### src/cap_pkg.sv
// shared types and codes for the command apdu parser
package cap_pkg;

   // summary status codes
   localparam logic [2:0] ST_OK      = 3'd0;
   localparam logic [2:0] ST_SHORT   = 3'd1;
   localparam logic [2:0] ST_TRUNC   = 3'd2;
   localparam logic [2:0] ST_OVERRUN = 3'd3;
   localparam logic [2:0] ST_TRAIL   = 3'd4;

   // iso command cases
   localparam logic [2:0] CASE_NONE     = 3'd0;
   localparam logic [2:0] CASE_HEADER   = 3'd1;
   localparam logic [2:0] CASE_LE       = 3'd2;
   localparam logic [2:0] CASE_DATA     = 3'd3;
   localparam logic [2:0] CASE_DATA_LE  = 3'd4;

   localparam logic [7:0] EXT_MARK   = 8'h00;
   localparam int         HDR_BYTES  = 4;

   typedef struct packed {
      logic [7:0] in_byte;
      logic       last_byte;
   } item_type;

   typedef struct packed {
      logic        data_valid;
      logic [7:0]  data_out;
      logic        done_res;
      logic [2:0]  status;
      logic [2:0]  apdu_case;
      logic [7:0]  class_byte;
      logic [7:0]  instruction_byte;
      logic [7:0]  param_one;
      logic [7:0]  param_two;
      logic [15:0] data_length;
      logic [15:0] expected_length;
   } res_type;

endpackage

### src/cap_in_reg.sv
// input register holding one raw apdu word until the parser takes it
module cap_in_reg
   import cap_pkg::*;
(
   input  logic     clock,
   input  logic     reset,
   input  logic     req_valid,
   output logic     req_ready,
   input  item_type req_item,
   input  logic     take,
   output logic     item_valid,
   output item_type item
);

   logic     valid_ff, valid_in;
   item_type item_ff;

   assign req_ready  = !valid_ff || take;
   assign item_valid = valid_ff;
   assign item       = item_ff;

   always_comb begin
      valid_in = valid_ff;
      if (req_valid && req_ready) begin
         valid_in = 1'b1;
      end else if (take) begin
         valid_in = 1'b0;
      end
   end

   always_ff @(posedge clock) begin
      if (reset) begin
         valid_ff <= 1'b0;
      end else begin
         valid_ff <= valid_in;
      end
      if (req_valid && req_ready) begin
         item_ff <= req_item;
      end
   end

endmodule

### src/cap_fsm.sv
// apdu phase tracker: header capture, length fields, data pass-through, summary
module cap_fsm
   import cap_pkg::*;
(
   input  logic     clock,
   input  logic     reset,
   input  logic     step,
   input  item_type item,
   output logic     emit,
   output res_type  res
);

   typedef enum logic [3:0] {
      PH_HDR, PH_LEN1, PH_LEN1_HI, PH_LEN1_LO, PH_DATA,
      PH_LE, PH_LE_HI, PH_LE_LO, PH_SINK
   } phase_type;

   phase_type   phase_ff, phase_in;
   logic [15:0] count_ff, count_in;
   logic [15:0] length_ff, length_in;
   logic [7:0]  high_ff, high_in;
   logic [7:0]  hdr_ff [HDR_BYTES];
   logic [7:0]  hdr_cur [HDR_BYTES];
   logic        hdr_wr;
   logic        dv, fin;
   logic [2:0]  st, cs;
   logic [15:0] dlen, le, ext_val;
   logic [7:0]  b;

   assign b       = item.in_byte;
   assign ext_val = {high_ff, b};

   // header view with the byte being written bypassed in
   always_comb begin
      for (int i = 0; i < HDR_BYTES; i++) begin
         hdr_cur[i] = (hdr_wr && count_ff[1:0] == 2'(i)) ? b : hdr_ff[i];
      end
   end

   always_comb begin
      phase_in  = phase_ff;
      count_in  = count_ff;
      length_in = length_ff;
      high_in   = high_ff;
      hdr_wr    = 1'b0;
      dv        = 1'b0;
      fin       = 1'b0;
      st        = ST_OK;
      cs        = CASE_HEADER;
      dlen      = '0;
      le        = '0;
      unique case (phase_ff)
         PH_HDR: begin
            hdr_wr   = 1'b1;
            count_in = count_ff + 16'd1;
            if (count_ff[1:0] == 2'(HDR_BYTES - 1)) begin
               phase_in = PH_LEN1;
               fin      = item.last_byte;
            end else if (item.last_byte) begin
               fin = 1'b1;
               st  = ST_SHORT;
            end
         end
         PH_LEN1: begin
            if (item.last_byte) begin
               fin = 1'b1;
               cs  = CASE_LE;
               le  = {8'h00, b};
            end else if (b == EXT_MARK) begin
               phase_in = PH_LEN1_HI;
            end else begin
               length_in = {8'h00, b};
               count_in  = '0;
               phase_in  = PH_DATA;
            end
         end
         PH_LEN1_HI, PH_LE_HI: begin
            if (item.last_byte) begin
               fin = 1'b1;
               st  = ST_TRUNC;
            end else begin
               high_in  = b;
               phase_in = (phase_ff == PH_LEN1_HI) ? PH_LEN1_LO : PH_LE_LO;
            end
         end
         PH_LEN1_LO: begin
            if (item.last_byte) begin
               fin = 1'b1;
               cs  = CASE_LE;
               le  = ext_val;
            end else begin
               length_in = ext_val;
               count_in  = '0;
               // extended lc of zero goes straight to the le field
               phase_in  = (ext_val == '0) ? PH_LE : PH_DATA;
            end
         end
         PH_DATA: begin
            dv       = 1'b1;
            count_in = count_ff + 16'd1;
            if (count_in >= length_ff) begin
               if (item.last_byte) begin
                  fin  = 1'b1;
                  cs   = CASE_DATA;
                  dlen = length_ff;
               end else begin
                  phase_in = PH_LE;
               end
            end else if (item.last_byte) begin
               fin = 1'b1;
               st  = ST_OVERRUN;
            end
         end
         PH_LE: begin
            if (item.last_byte) begin
               fin  = 1'b1;
               cs   = CASE_DATA_LE;
               dlen = length_ff;
               le   = {8'h00, b};
            end else if (b == EXT_MARK) begin
               phase_in = PH_LE_HI;
            end else begin
               phase_in = PH_SINK;
            end
         end
         PH_LE_LO: begin
            if (item.last_byte) begin
               fin  = 1'b1;
               cs   = CASE_DATA_LE;
               dlen = length_ff;
               le   = ext_val;
            end else begin
               phase_in = PH_SINK;
            end
         end
         default: begin
            // trailing bytes are swallowed until the end of the apdu
            phase_in = PH_SINK;
            if (item.last_byte) begin
               fin = 1'b1;
               st  = ST_TRAIL;
            end
         end
      endcase
      if (fin) begin
         phase_in  = PH_HDR;
         count_in  = '0;
         length_in = '0;
         high_in   = '0;
      end
   end

   always_comb begin
      res            = '0;
      res.data_valid = dv;
      res.data_out   = dv ? b : 8'h00;
      res.done_res   = fin;
      if (fin) begin
         res.status    = st;
         res.apdu_case = (st == ST_OK) ? cs : CASE_HEADER;
         if (st == ST_OK) begin
            res.class_byte       = hdr_cur[0];
            res.instruction_byte = hdr_cur[1];
            res.param_one        = hdr_cur[2];
            res.param_two        = hdr_cur[3];
            res.data_length      = dlen;
            res.expected_length  = le;
         end
      end
   end

   assign emit = dv || fin;

   always_ff @(posedge clock) begin
      if (reset) begin
         phase_ff  <= PH_HDR;
         count_ff  <= '0;
         length_ff <= '0;
         high_ff   <= '0;
      end else if (step) begin
         phase_ff  <= phase_in;
         count_ff  <= count_in;
         length_ff <= length_in;
         high_ff   <= high_in;
      end
      if (step && hdr_wr) begin
         hdr_ff[count_ff[1:0]] <= b;
      end
   end

endmodule

### src/cap_out_reg.sv
// result register in front of the rsp channel
module cap_out_reg
   import cap_pkg::*;
(
   input  logic    clock,
   input  logic    reset,
   input  logic    step,
   input  logic    emit,
   input  res_type res_in,
   output logic    rsp_valid,
   input  logic    rsp_ready,
   output res_type res_out
);

   logic    valid_ff, valid_in;
   res_type res_ff;

   assign rsp_valid = valid_ff;
   assign res_out   = res_ff;

   always_comb begin
      valid_in = valid_ff;
      if (step && emit) begin
         valid_in = 1'b1;
      end else if (rsp_ready) begin
         valid_in = 1'b0;
      end
   end

   always_ff @(posedge clock) begin
      if (reset) begin
         valid_ff <= 1'b0;
      end else begin
         valid_ff <= valid_in;
      end
      if (step && emit) begin
         res_ff <= res_in;
      end
   end

endmodule

### src/command_apdu_parser.sv
// Streaming command APDU parser.
// A command APDU enters on the req channel one word per cycle (req_in_byte)
// while req_ready is high, with req_last_byte set on its final word. Command
// data words leave on the rsp channel as they arrive (rsp_data_valid,
// rsp_data_out). The final word of an APDU also yields a summary
// (rsp_done_res) with status, ISO case, header bytes, Lc and Le; a nonzero
// status means the data words already delivered for this APDU should be
// dropped. Header and length words that end nothing give no rsp word at all.
// An accepted word waits in the input register and goes through the phase
// logic into the result register, which drives rsp_valid. Throughput is one
// word per cycle while rsp_ready is high.
// When rsp_ready is low the result register holds its word and the input
// register still takes one more word, after which req_ready drops until the
// receiver drains.
// Reset clears both registers and returns the parser to the start of an
// APDU; no clearing pass is needed.
module command_apdu_parser
   import cap_pkg::*;
(
   input  logic        clock,
   input  logic        reset,
   input  logic        req_valid,
   output logic        req_ready,
   input  logic [7:0]  req_in_byte,
   input  logic        req_last_byte,
   output logic        rsp_valid,
   input  logic        rsp_ready,
   output logic        rsp_data_valid,
   output logic [7:0]  rsp_data_out,
   output logic        rsp_done_res,
   output logic [2:0]  rsp_status,
   output logic [2:0]  rsp_apdu_case,
   output logic [7:0]  rsp_class_byte,
   output logic [7:0]  rsp_instruction_byte,
   output logic [7:0]  rsp_param_one,
   output logic [7:0]  rsp_param_two,
   output logic [15:0] rsp_data_length,
   output logic [15:0] rsp_expected_length
);

   item_type req_item, item;
   logic     item_valid, step, emit;
   res_type  res, res_out;

   assign req_item.in_byte   = req_in_byte;
   assign req_item.last_byte = req_last_byte;

   // parser advances whenever it holds a word and the result register can take one
   assign step = item_valid && (!rsp_valid || rsp_ready);

   cap_in_reg u_in_reg (
      .clock      (clock),
      .reset      (reset),
      .req_valid  (req_valid),
      .req_ready  (req_ready),
      .req_item   (req_item),
      .take       (step),
      .item_valid (item_valid),
      .item       (item)
   );

   cap_fsm u_fsm (
      .clock (clock),
      .reset (reset),
      .step  (step),
      .item  (item),
      .emit  (emit),
      .res   (res)
   );

   cap_out_reg u_out_reg (
      .clock     (clock),
      .reset     (reset),
      .step      (step),
      .emit      (emit),
      .res_in    (res),
      .rsp_valid (rsp_valid),
      .rsp_ready (rsp_ready),
      .res_out   (res_out)
   );

   assign rsp_data_valid       = res_out.data_valid;
   assign rsp_data_out         = res_out.data_out;
   assign rsp_done_res         = res_out.done_res;
   assign rsp_status           = res_out.status;
   assign rsp_apdu_case        = res_out.apdu_case;
   assign rsp_class_byte       = res_out.class_byte;
   assign rsp_instruction_byte = res_out.instruction_byte;
   assign rsp_param_one        = res_out.param_one;
   assign rsp_param_two        = res_out.param_two;
   assign rsp_data_length      = res_out.data_length;
   assign rsp_expected_length  = res_out.expected_length;

endmodule

### config.mk
export PLATFORM = sky130hd
export DESIGN_NAME = command_apdu_parser
export DESIGN_NICKNAME = d
export VERILOG_FILES = /design/src/cap_pkg.sv /design/src/cap_in_reg.sv /design/src/cap_fsm.sv /design/src/cap_out_reg.sv /design/src/command_apdu_parser.sv
export SDC_FILE = /design/constraint.sdc
export NUM_CORES = 1
export LEC_CHECK = 0
export BUFFER_PORTS_ARGS = -buffer_cell sky130_fd_sc_hd__buf_2
export CAP_MARGIN = 15
export CORE_MARGIN = 4
export CORE_UTILIZATION = 40
export CTS_CLUSTER_DIAMETER = 150
export DETAILED_ROUTE_END_ITERATION = 8
export SETUP_SLACK_MARGIN = 0.2
export SLEW_MARGIN = 10
export SYNTH_ARGS = -nofsm -noshare
export SYNTH_HDL_FRONTEND = slang
export SYNTH_SLANG_ARGS = --single-unit
export TNS_END_PERCENT = 30
### constraint.sdc
create_clock -name clock -period 7.7 [get_ports clock]
set_input_delay 0.385 -clock clock [delete_from_list [all_inputs] [get_ports clock]]
set_output_delay 0.385 -clock clock [all_outputs]
set_load 0.005 [all_outputs]
; Word level (Yosys, flattened, before mapping)
; Memory sizes are Yosys's and may differ from the RTL's. A register that Yosys moved wholly into a read port is not among the register bits.
; Index checks and enable logic that the tools add are counted.
[op_classes]
bitwise = 0
eq_ne = 18
magnitude_cmp = 1
shifts = 0
addsub = 1
div = 0
n_reduce_logical = 34
multipliers = 0
muxes = 57
[op_table]
columns = operator, n
row1 = $mux W16, 11
row2 = $pmux W16 S2, 3
row3 = $pmux W16 S3, 1
row4 = $mux W4, 10
row5 = $mux W8, 4
row6 = $pmux W4 S7, 1
row7 = $mux W3, 7
row8 = $ne A3 B2 Y1 const B, 7
row9 = $add A16 B1 Y16 const B, 1
row10 = $eq A4 B3 Y1 const B, 4
row11 = $ge A16 B16 Y1, 1
row12 = $logic_not A16 Y1, 1
row13 = $mux W1, 14
row14 = $pmux W3 S4, 1
row15 = $reduce_or A2 Y1, 6
row16 = $reduce_and A5 Y1, 2
row17 = $pmux W3 S3, 1
row18 = $reduce_and A9 Y1, 1
row19 = $eq A4 B2 Y1 const B, 2
row20 = $logic_not A8 Y1, 1
row21 = $mux W2, 4
row22 = $logic_not A1 Y1, 6
row23 = $ne A3 B1 Y1 const B, 2
row24 = $reduce_bool A2 Y1, 3
row25 = 12 further kinds, 17
[word_totals]
n_memories = 1
romBits = 0
regBits = 103
latch_bits = 0
ramBits = 32
[memory_table]
columns = memory, words, width, read_ports, rd_ports_with_merged_regs, write_ports, line_no
row1 = u_fsm.hdr_ff, 4, 8, 4, 4, 1, cap_fsm.sv:22  ; logic [7:0] hdr_ff [HDR_BYTES];

; Logic depth before layout (Yosys ltp)
[depth]
ltp_word = 7
depth_mapped = 15

; Cells and area by module
; From an unflattened synthesis, not the netlist that was laid out.
[unflattened]
hier_cells = 633
area_unflattened_um2 = 7445.9
[modules_own_cells]
columns = mod, seq_area_each_um2, area_each_um2, cells_per_inst, n_inst
row1 = cap_fsm, 1841.8, 4664.5, 532, 1
row2 = cap_out_reg, 2422.3, 2444.8, 85, 1
row3 = cap_in_reg, 290.3, 325.3, 14, 1
row4 = command_apdu_parser, 0.0, 11.3, 2, 1

; Worst setup path after synthesis
; Ideal clock, no wire load.
[synth_path]
path_type = flip-flop to flip-flop
from = register u_fsm.count_ff[0]
to = register u_out_reg.res_ff (netlist bit u_out_reg.res_out[21]) (data pin)
arrival_time_ps = 3244
setup_time_ps = 251
path_slack_ps = 4204
t_required_ps = 7449
path_stages_with_launch = 16
cell_sequence = dfxtp_1 ha_1 and3_1 buf_2 nand3_1 nor2_2 nand3_1 xnor2_1 ha_1 nand4_1 nor3_1 or3_1 nor4_4 a2bb2oi_4 buf_6 nor2_1
[synth_between]
elab_chain_len = 6
elab_cells_between_ends = 12
[synth_rtl]
columns = element, line_no
row1 = from (decl), cap_fsm.sv:19  ; logic [15:0] count_ff, count_in;
row2 = from (signal assigned), cap_fsm.sv:182  ; count_ff <= count_in;
row3 = $add A16 B1 Y16, cap_fsm.sv:100  ; count_in = count_ff + 16'd1;
row4 = $ge A16 B16 Y1, cap_fsm.sv:101  ; if (count_in >= length_ff) begin
row5 = $mux W3, cap_fsm.sv:101
row6 = $pmux W3 S4, cap_fsm.sv:52  ; unique case (phase_ff)
row7 = $logic_not A3 Y1, cap_fsm.sv:161  ; if (st == ST_OK) begin
row8 = $reduce_and A2 Y1 (no source line), n/a
row9 = to (signal assigned), cap_out_reg.sv:37  ; res_ff <= res_in;
row10 = to (decl), cap_out_reg.sv:16  ; res_type res_ff;
; Parallel ways exist; a longest one is shown, timed or not.
; A chain may end at the register's enable or synchronous reset.

; Final worst setup path
[layout_path]
from = register u_fsm.count_ff[0]
to = register u_out_reg.res_ff (netlist bit u_out_reg.res_out[16]) (data pin)
; Same word-level chain as after synthesis.

==> metrics.csv <==
stage,metric,value,unit
status,status,completed,
job,timing.max_cap.violations,0,
floorplanning,die_area,19900,um2
sta,hold_viol,0,
critical_path,critPathArrivalTime,4.41,ns
final_layout,layout-drive-gt1-share,22.2,%
sta,skew,0.0137,ns
critical_path,timing.critical_path.buf_inv,0,
yosys,synthFlopType,sky130_fd_sc_hd__edfxtp_1,
clocking,clock_latency_of_the_later_clocked_register_in_the_worst_skew_pair,0.43,ns
yosys,postSynth.asyncResetShare,0,%
floorplanning,die_height,141,um
global_route,globalRoute.totalOverflow,0,
power_and_ir_drop,power.ir.vdd_worst,144,uV
final_layout,insertedDiodeCount,0,
hold_path,hold_path_end,u_in_reg.item[8],
global_route,grt_start_max_net_pins,47,
critical_path,setup.worst_path.end_class,flop,
floorplanning,die-width,141,um
yosys,synthDistinctLibCells,51,
final_layout,mostFrequentLayoutCell,sky130_fd_sc_hd__edfxtp_1,
yosys,ys_seq_elements,167,
critical_path,timing.critical_path.from_type,flop,
yosys,synth_sequential_area_ratio,64.2,%
power_and_ir_drop,power.switching,431,uW
critical_path,crit_path_top_delay_cell,sky130_fd_sc_hd__ha_1,
global_route,via_count_of_the_first_global_routing_pass,4441,
sta,timing.final.crit_share,55.2,%
yosys,synth_largest_type_area_fraction,51.2,%
yosys,syn-num-nets,601,
hold_path,hold_path_depth,1,
placed_design,preCtsSetupSlack,3.46,ns
critical_path,critPathMaxStageDelay,0.50,ns
route,drt_first_pass_iters,6,
critical_path,r2r_endpoint,u_out_reg.res_out[16],
sta,max_slew.worst_pin.slew,1.04,ns
clocking,tritoncts.num_buffers,17,
critical_path,crit_chain,ha_1 -> and3_1 -> nand3_1 -> nor2_2 -> nand3_1 -> xnor2_1 -> ha_1 -> nand4_1 -> nor3_1 -> or3_1 -> nor4_4 -> a2bb2oi_4 -> nor2b_1,
route,drcViolationCount,0,
sta,max-slew-margin-rel,30.1,%
yosys,cell_area_after_synthesis,7100,um2
critical_path,crit_family,simple AND/OR/NAND/NOR gates,
power_and_ir_drop,cellPowerDensity,224,nW/um2
final_layout,mostFrequentLayoutCells,"sky130_fd_sc_hd__edfxtp_1, sky130_fd_sc_hd__buf_2, sky130_fd_sc_hd__and2_1",
final_layout,area.growth.synth_to_final,17.0,%
critical_path,worstPathRequired,7.86,ns
floorplanning,starting_density,40.9,%
critical_path,ff2ff_path_depth,13,
sta,timing.final.setup_violations,0,
route,routedWlPerCell,16.9,um
route,routed_via_density,5.07,
clocking,post-cts-setup-buffer-count,0,
yosys,synthesis.yosys.warnings,0,
power_and_ir_drop,internal_power,1.43,mW
floorplanning,ioPinCount,95,
final_layout,design.final.nets,692,
global_route,antenna_violations_before_repair,0,
critical_path,r2r-start,u_fsm.count_ff[0],
clocking,post_cts_resized,0,
clocking,clock_tree_from_tritoncts,done,
hold_path,min_from,req_in_byte[7],
power_and_ir_drop,p_sw_share,23.1,%
power_and_ir_drop,overall_power_consumption,1.86,mW
critical_path,timing_worst_setup_path_type,reg -> reg,
route,wl,15.2,mm
floorplanning,design.core.area,17400,um2
route,drt-initial-drc-count,302,
hold_path,min_delay_path_class,in -> reg,
sta,max_clock_freq,235,MHz
yosys,synthCells,568,
clocking,postCtsHoldBufs,0,
sta,final_critical_path_setup_slack,3.45,ns
sta,grt_setup_unrepaired,false,
critical_path,cp_max_fo,16,
critical_path,r2r_setup_slack,3.45,ns
clocking,clock_tree.root_cell,sky130_fd_sc_hd__clkbuf_16,
clocking,clkSlewWorstSetupHoldPaths,0.06,ns
final_layout,num-fill-cells,1537,
placed_design,io_buffer_count,94,
sta,slew_viol_final,0,
route,ant_nets,0,
clocking,clock_tree.htree_level_count,4,
power_and_ir_drop,leakage,3.11,nW
global_route,grt.total_usage,15.5,%
power_and_ir_drop,seq_pwr_share,53.4,%
clocking,clock_sinks,167,
power_and_ir_drop,pwr-share-comb,3.6,%
yosys,netlist.top_cell.by_area,sky130_fd_sc_hd__edfxtp_1,
yosys,post_synth_main_area_contributors,"sky130_fd_sc_hd__edfxtp_1, sky130_fd_sc_hd__dfxtp_1, sky130_fd_sc_hd__and2_1",
global_route,grt_first_pass_wirelength,23.8,mm
placed_design,placedCellCount,864,
critical_path,worstSetupPathDepth,13,
placed_design,gpl.final_weighted_congestion,0.886,
clocking,clock_path_buffers,2,
final_layout,finalNonFillerCells,897,
sta,timing.setup.tns,0,ns
power_and_ir_drop,clkPwrFrac,43.0,%
final_layout,seq_area,4550,um2
floorplanning,rows,48,
yosys,mean_post_synth_cell_area,12.5,um2
route,via_count,4551,
placed_design,place.detailed.hpwl,10.7,mm
yosys,number_of_flops_mapped_to_enable_cells_by_yosys,121,
sta,hold_slack,0.136,ns
critical_path,crit_path_start,u_fsm.count_ff[0],
sta,fin_crit,4.25,ns
final_layout,multiInputGateArea,2320,um2
## synth_stat cells (all sizes together) (2+ instances only)
library cell and count:
edfxtp 121, and2 49, nor2 47, dfxtp 46
nand2 40, a21oi 31, nand3 26, inv 24
ha 20, o21ai 17, mux2i 16, and3 15
buf 13, clkbuf 13, nor2b 12, a311oi 11
nand2b 8, xor2 8, nor3 7, xnor2 6
a41oi 5, nor4 5, nand4 4, a31oi 3
or3 3, a2111oi 2, a211oi 2, a31o 2
nand3b 2, nor3b 2, o21a 2
## how the worst max path moves through the flow
stage | to | slack (ns)
after floorplan | u_out_reg.res_out[21] | 4.20
after global placement | u_out_reg.res_out[16] | 3.62
after detailed placement | u_out_reg.res_out[16] | 3.46
after CTS | u_out_reg.res_out[16] | 3.41
after global routing | u_out_reg.res_out[16] | 3.11
final | u_out_reg.res_out[16] | 3.45
## kinds of logic after synthesis
kind of cell    share of synthesized area, %
mux                                     2.26
flops                                   64.2
simple gates                            16.9
xor+xnor                                1.73
fa+ha+maj                               3.53
buf+inv                                 3.28
compound gates                          8.13
## sequential cells by signal, summed over array words and instances, names as in the netlist
| register | flops |
|---|---|
| u_fsm.high_ff | 8 |
| u_fsm.phase_ff | 4 |
| u_fsm.hdr_ff | 32 |
| u_out_reg.res_out | 80 |
| u_in_reg.item_valid | 1 |
| u_out_reg.rsp_valid | 1 |
| u_fsm.count_ff | 16 |
| u_fsm.length_ff | 16 |
| u_in_reg.item | 9 |
## worst reg2reg max path: stages, from the launching register on
cell	delay (ns)
sky130_fd_sc_hd__dfxtp_1	0.45
sky130_fd_sc_hd__ha_1	0.50
sky130_fd_sc_hd__and3_1	0.32
sky130_fd_sc_hd__nand3_1	0.20
sky130_fd_sc_hd__nor2_2	0.29
sky130_fd_sc_hd__nand3_1	0.13
sky130_fd_sc_hd__xnor2_1	0.24
sky130_fd_sc_hd__ha_1	0.29
sky130_fd_sc_hd__nand4_1	0.13
sky130_fd_sc_hd__nor3_1	0.07
sky130_fd_sc_hd__or3_1	0.40
sky130_fd_sc_hd__nor4_4	0.45
sky130_fd_sc_hd__a2bb2oi_4	0.42
sky130_fd_sc_hd__nor2b_1	0.09
## power groups by stage
stage                     logic (mW)  clock network (mW)  registers (mW)
after floorplan               0.0428                   0            1.01
after global placement        0.0669                   0            1.01
after detailed placement      0.0678                   0            1.01
after CTS                     0.0680               0.819           0.995
after global routing          0.0733               0.859           0.996
final                         0.0671               0.802           0.994
## metal layers
layer / GRT usage, % / vias up / share of wire [%]
met1: 18.9 / 2164 / 42
li1: - / 2231 / -
met3: 3.73 / 22 / 5.8
met4: 5.71 / 0 / 1.4
met2: 26.6 / 134 / 51
met5: 0 / - / 0
## area by class of cell
| cell class | instances | share of cell area (%) |
|---|---|---|
| sequential | 167 | 54.8 |
| multi-input combinational | 351 | 27.9 |
| timing repair buffer | 98 | 6.00 |
| clock buffer | 18 | 5.17 |
| tap | 225 | 3.39 |
| clock inverter | 14 | 1.61 |
| inverter | 24 | 1.08 |
## per-stage QoR
step                      cell area, um2  util, %
after global routing                8300     47.8
after floorplan                     7100        -
after global placement              7730     44.5
after CTS                           8290     47.8
final                               8300     47.8
after detailed placement            7730     44.5
Note: power is estimated with default switching activity, not from simulation.
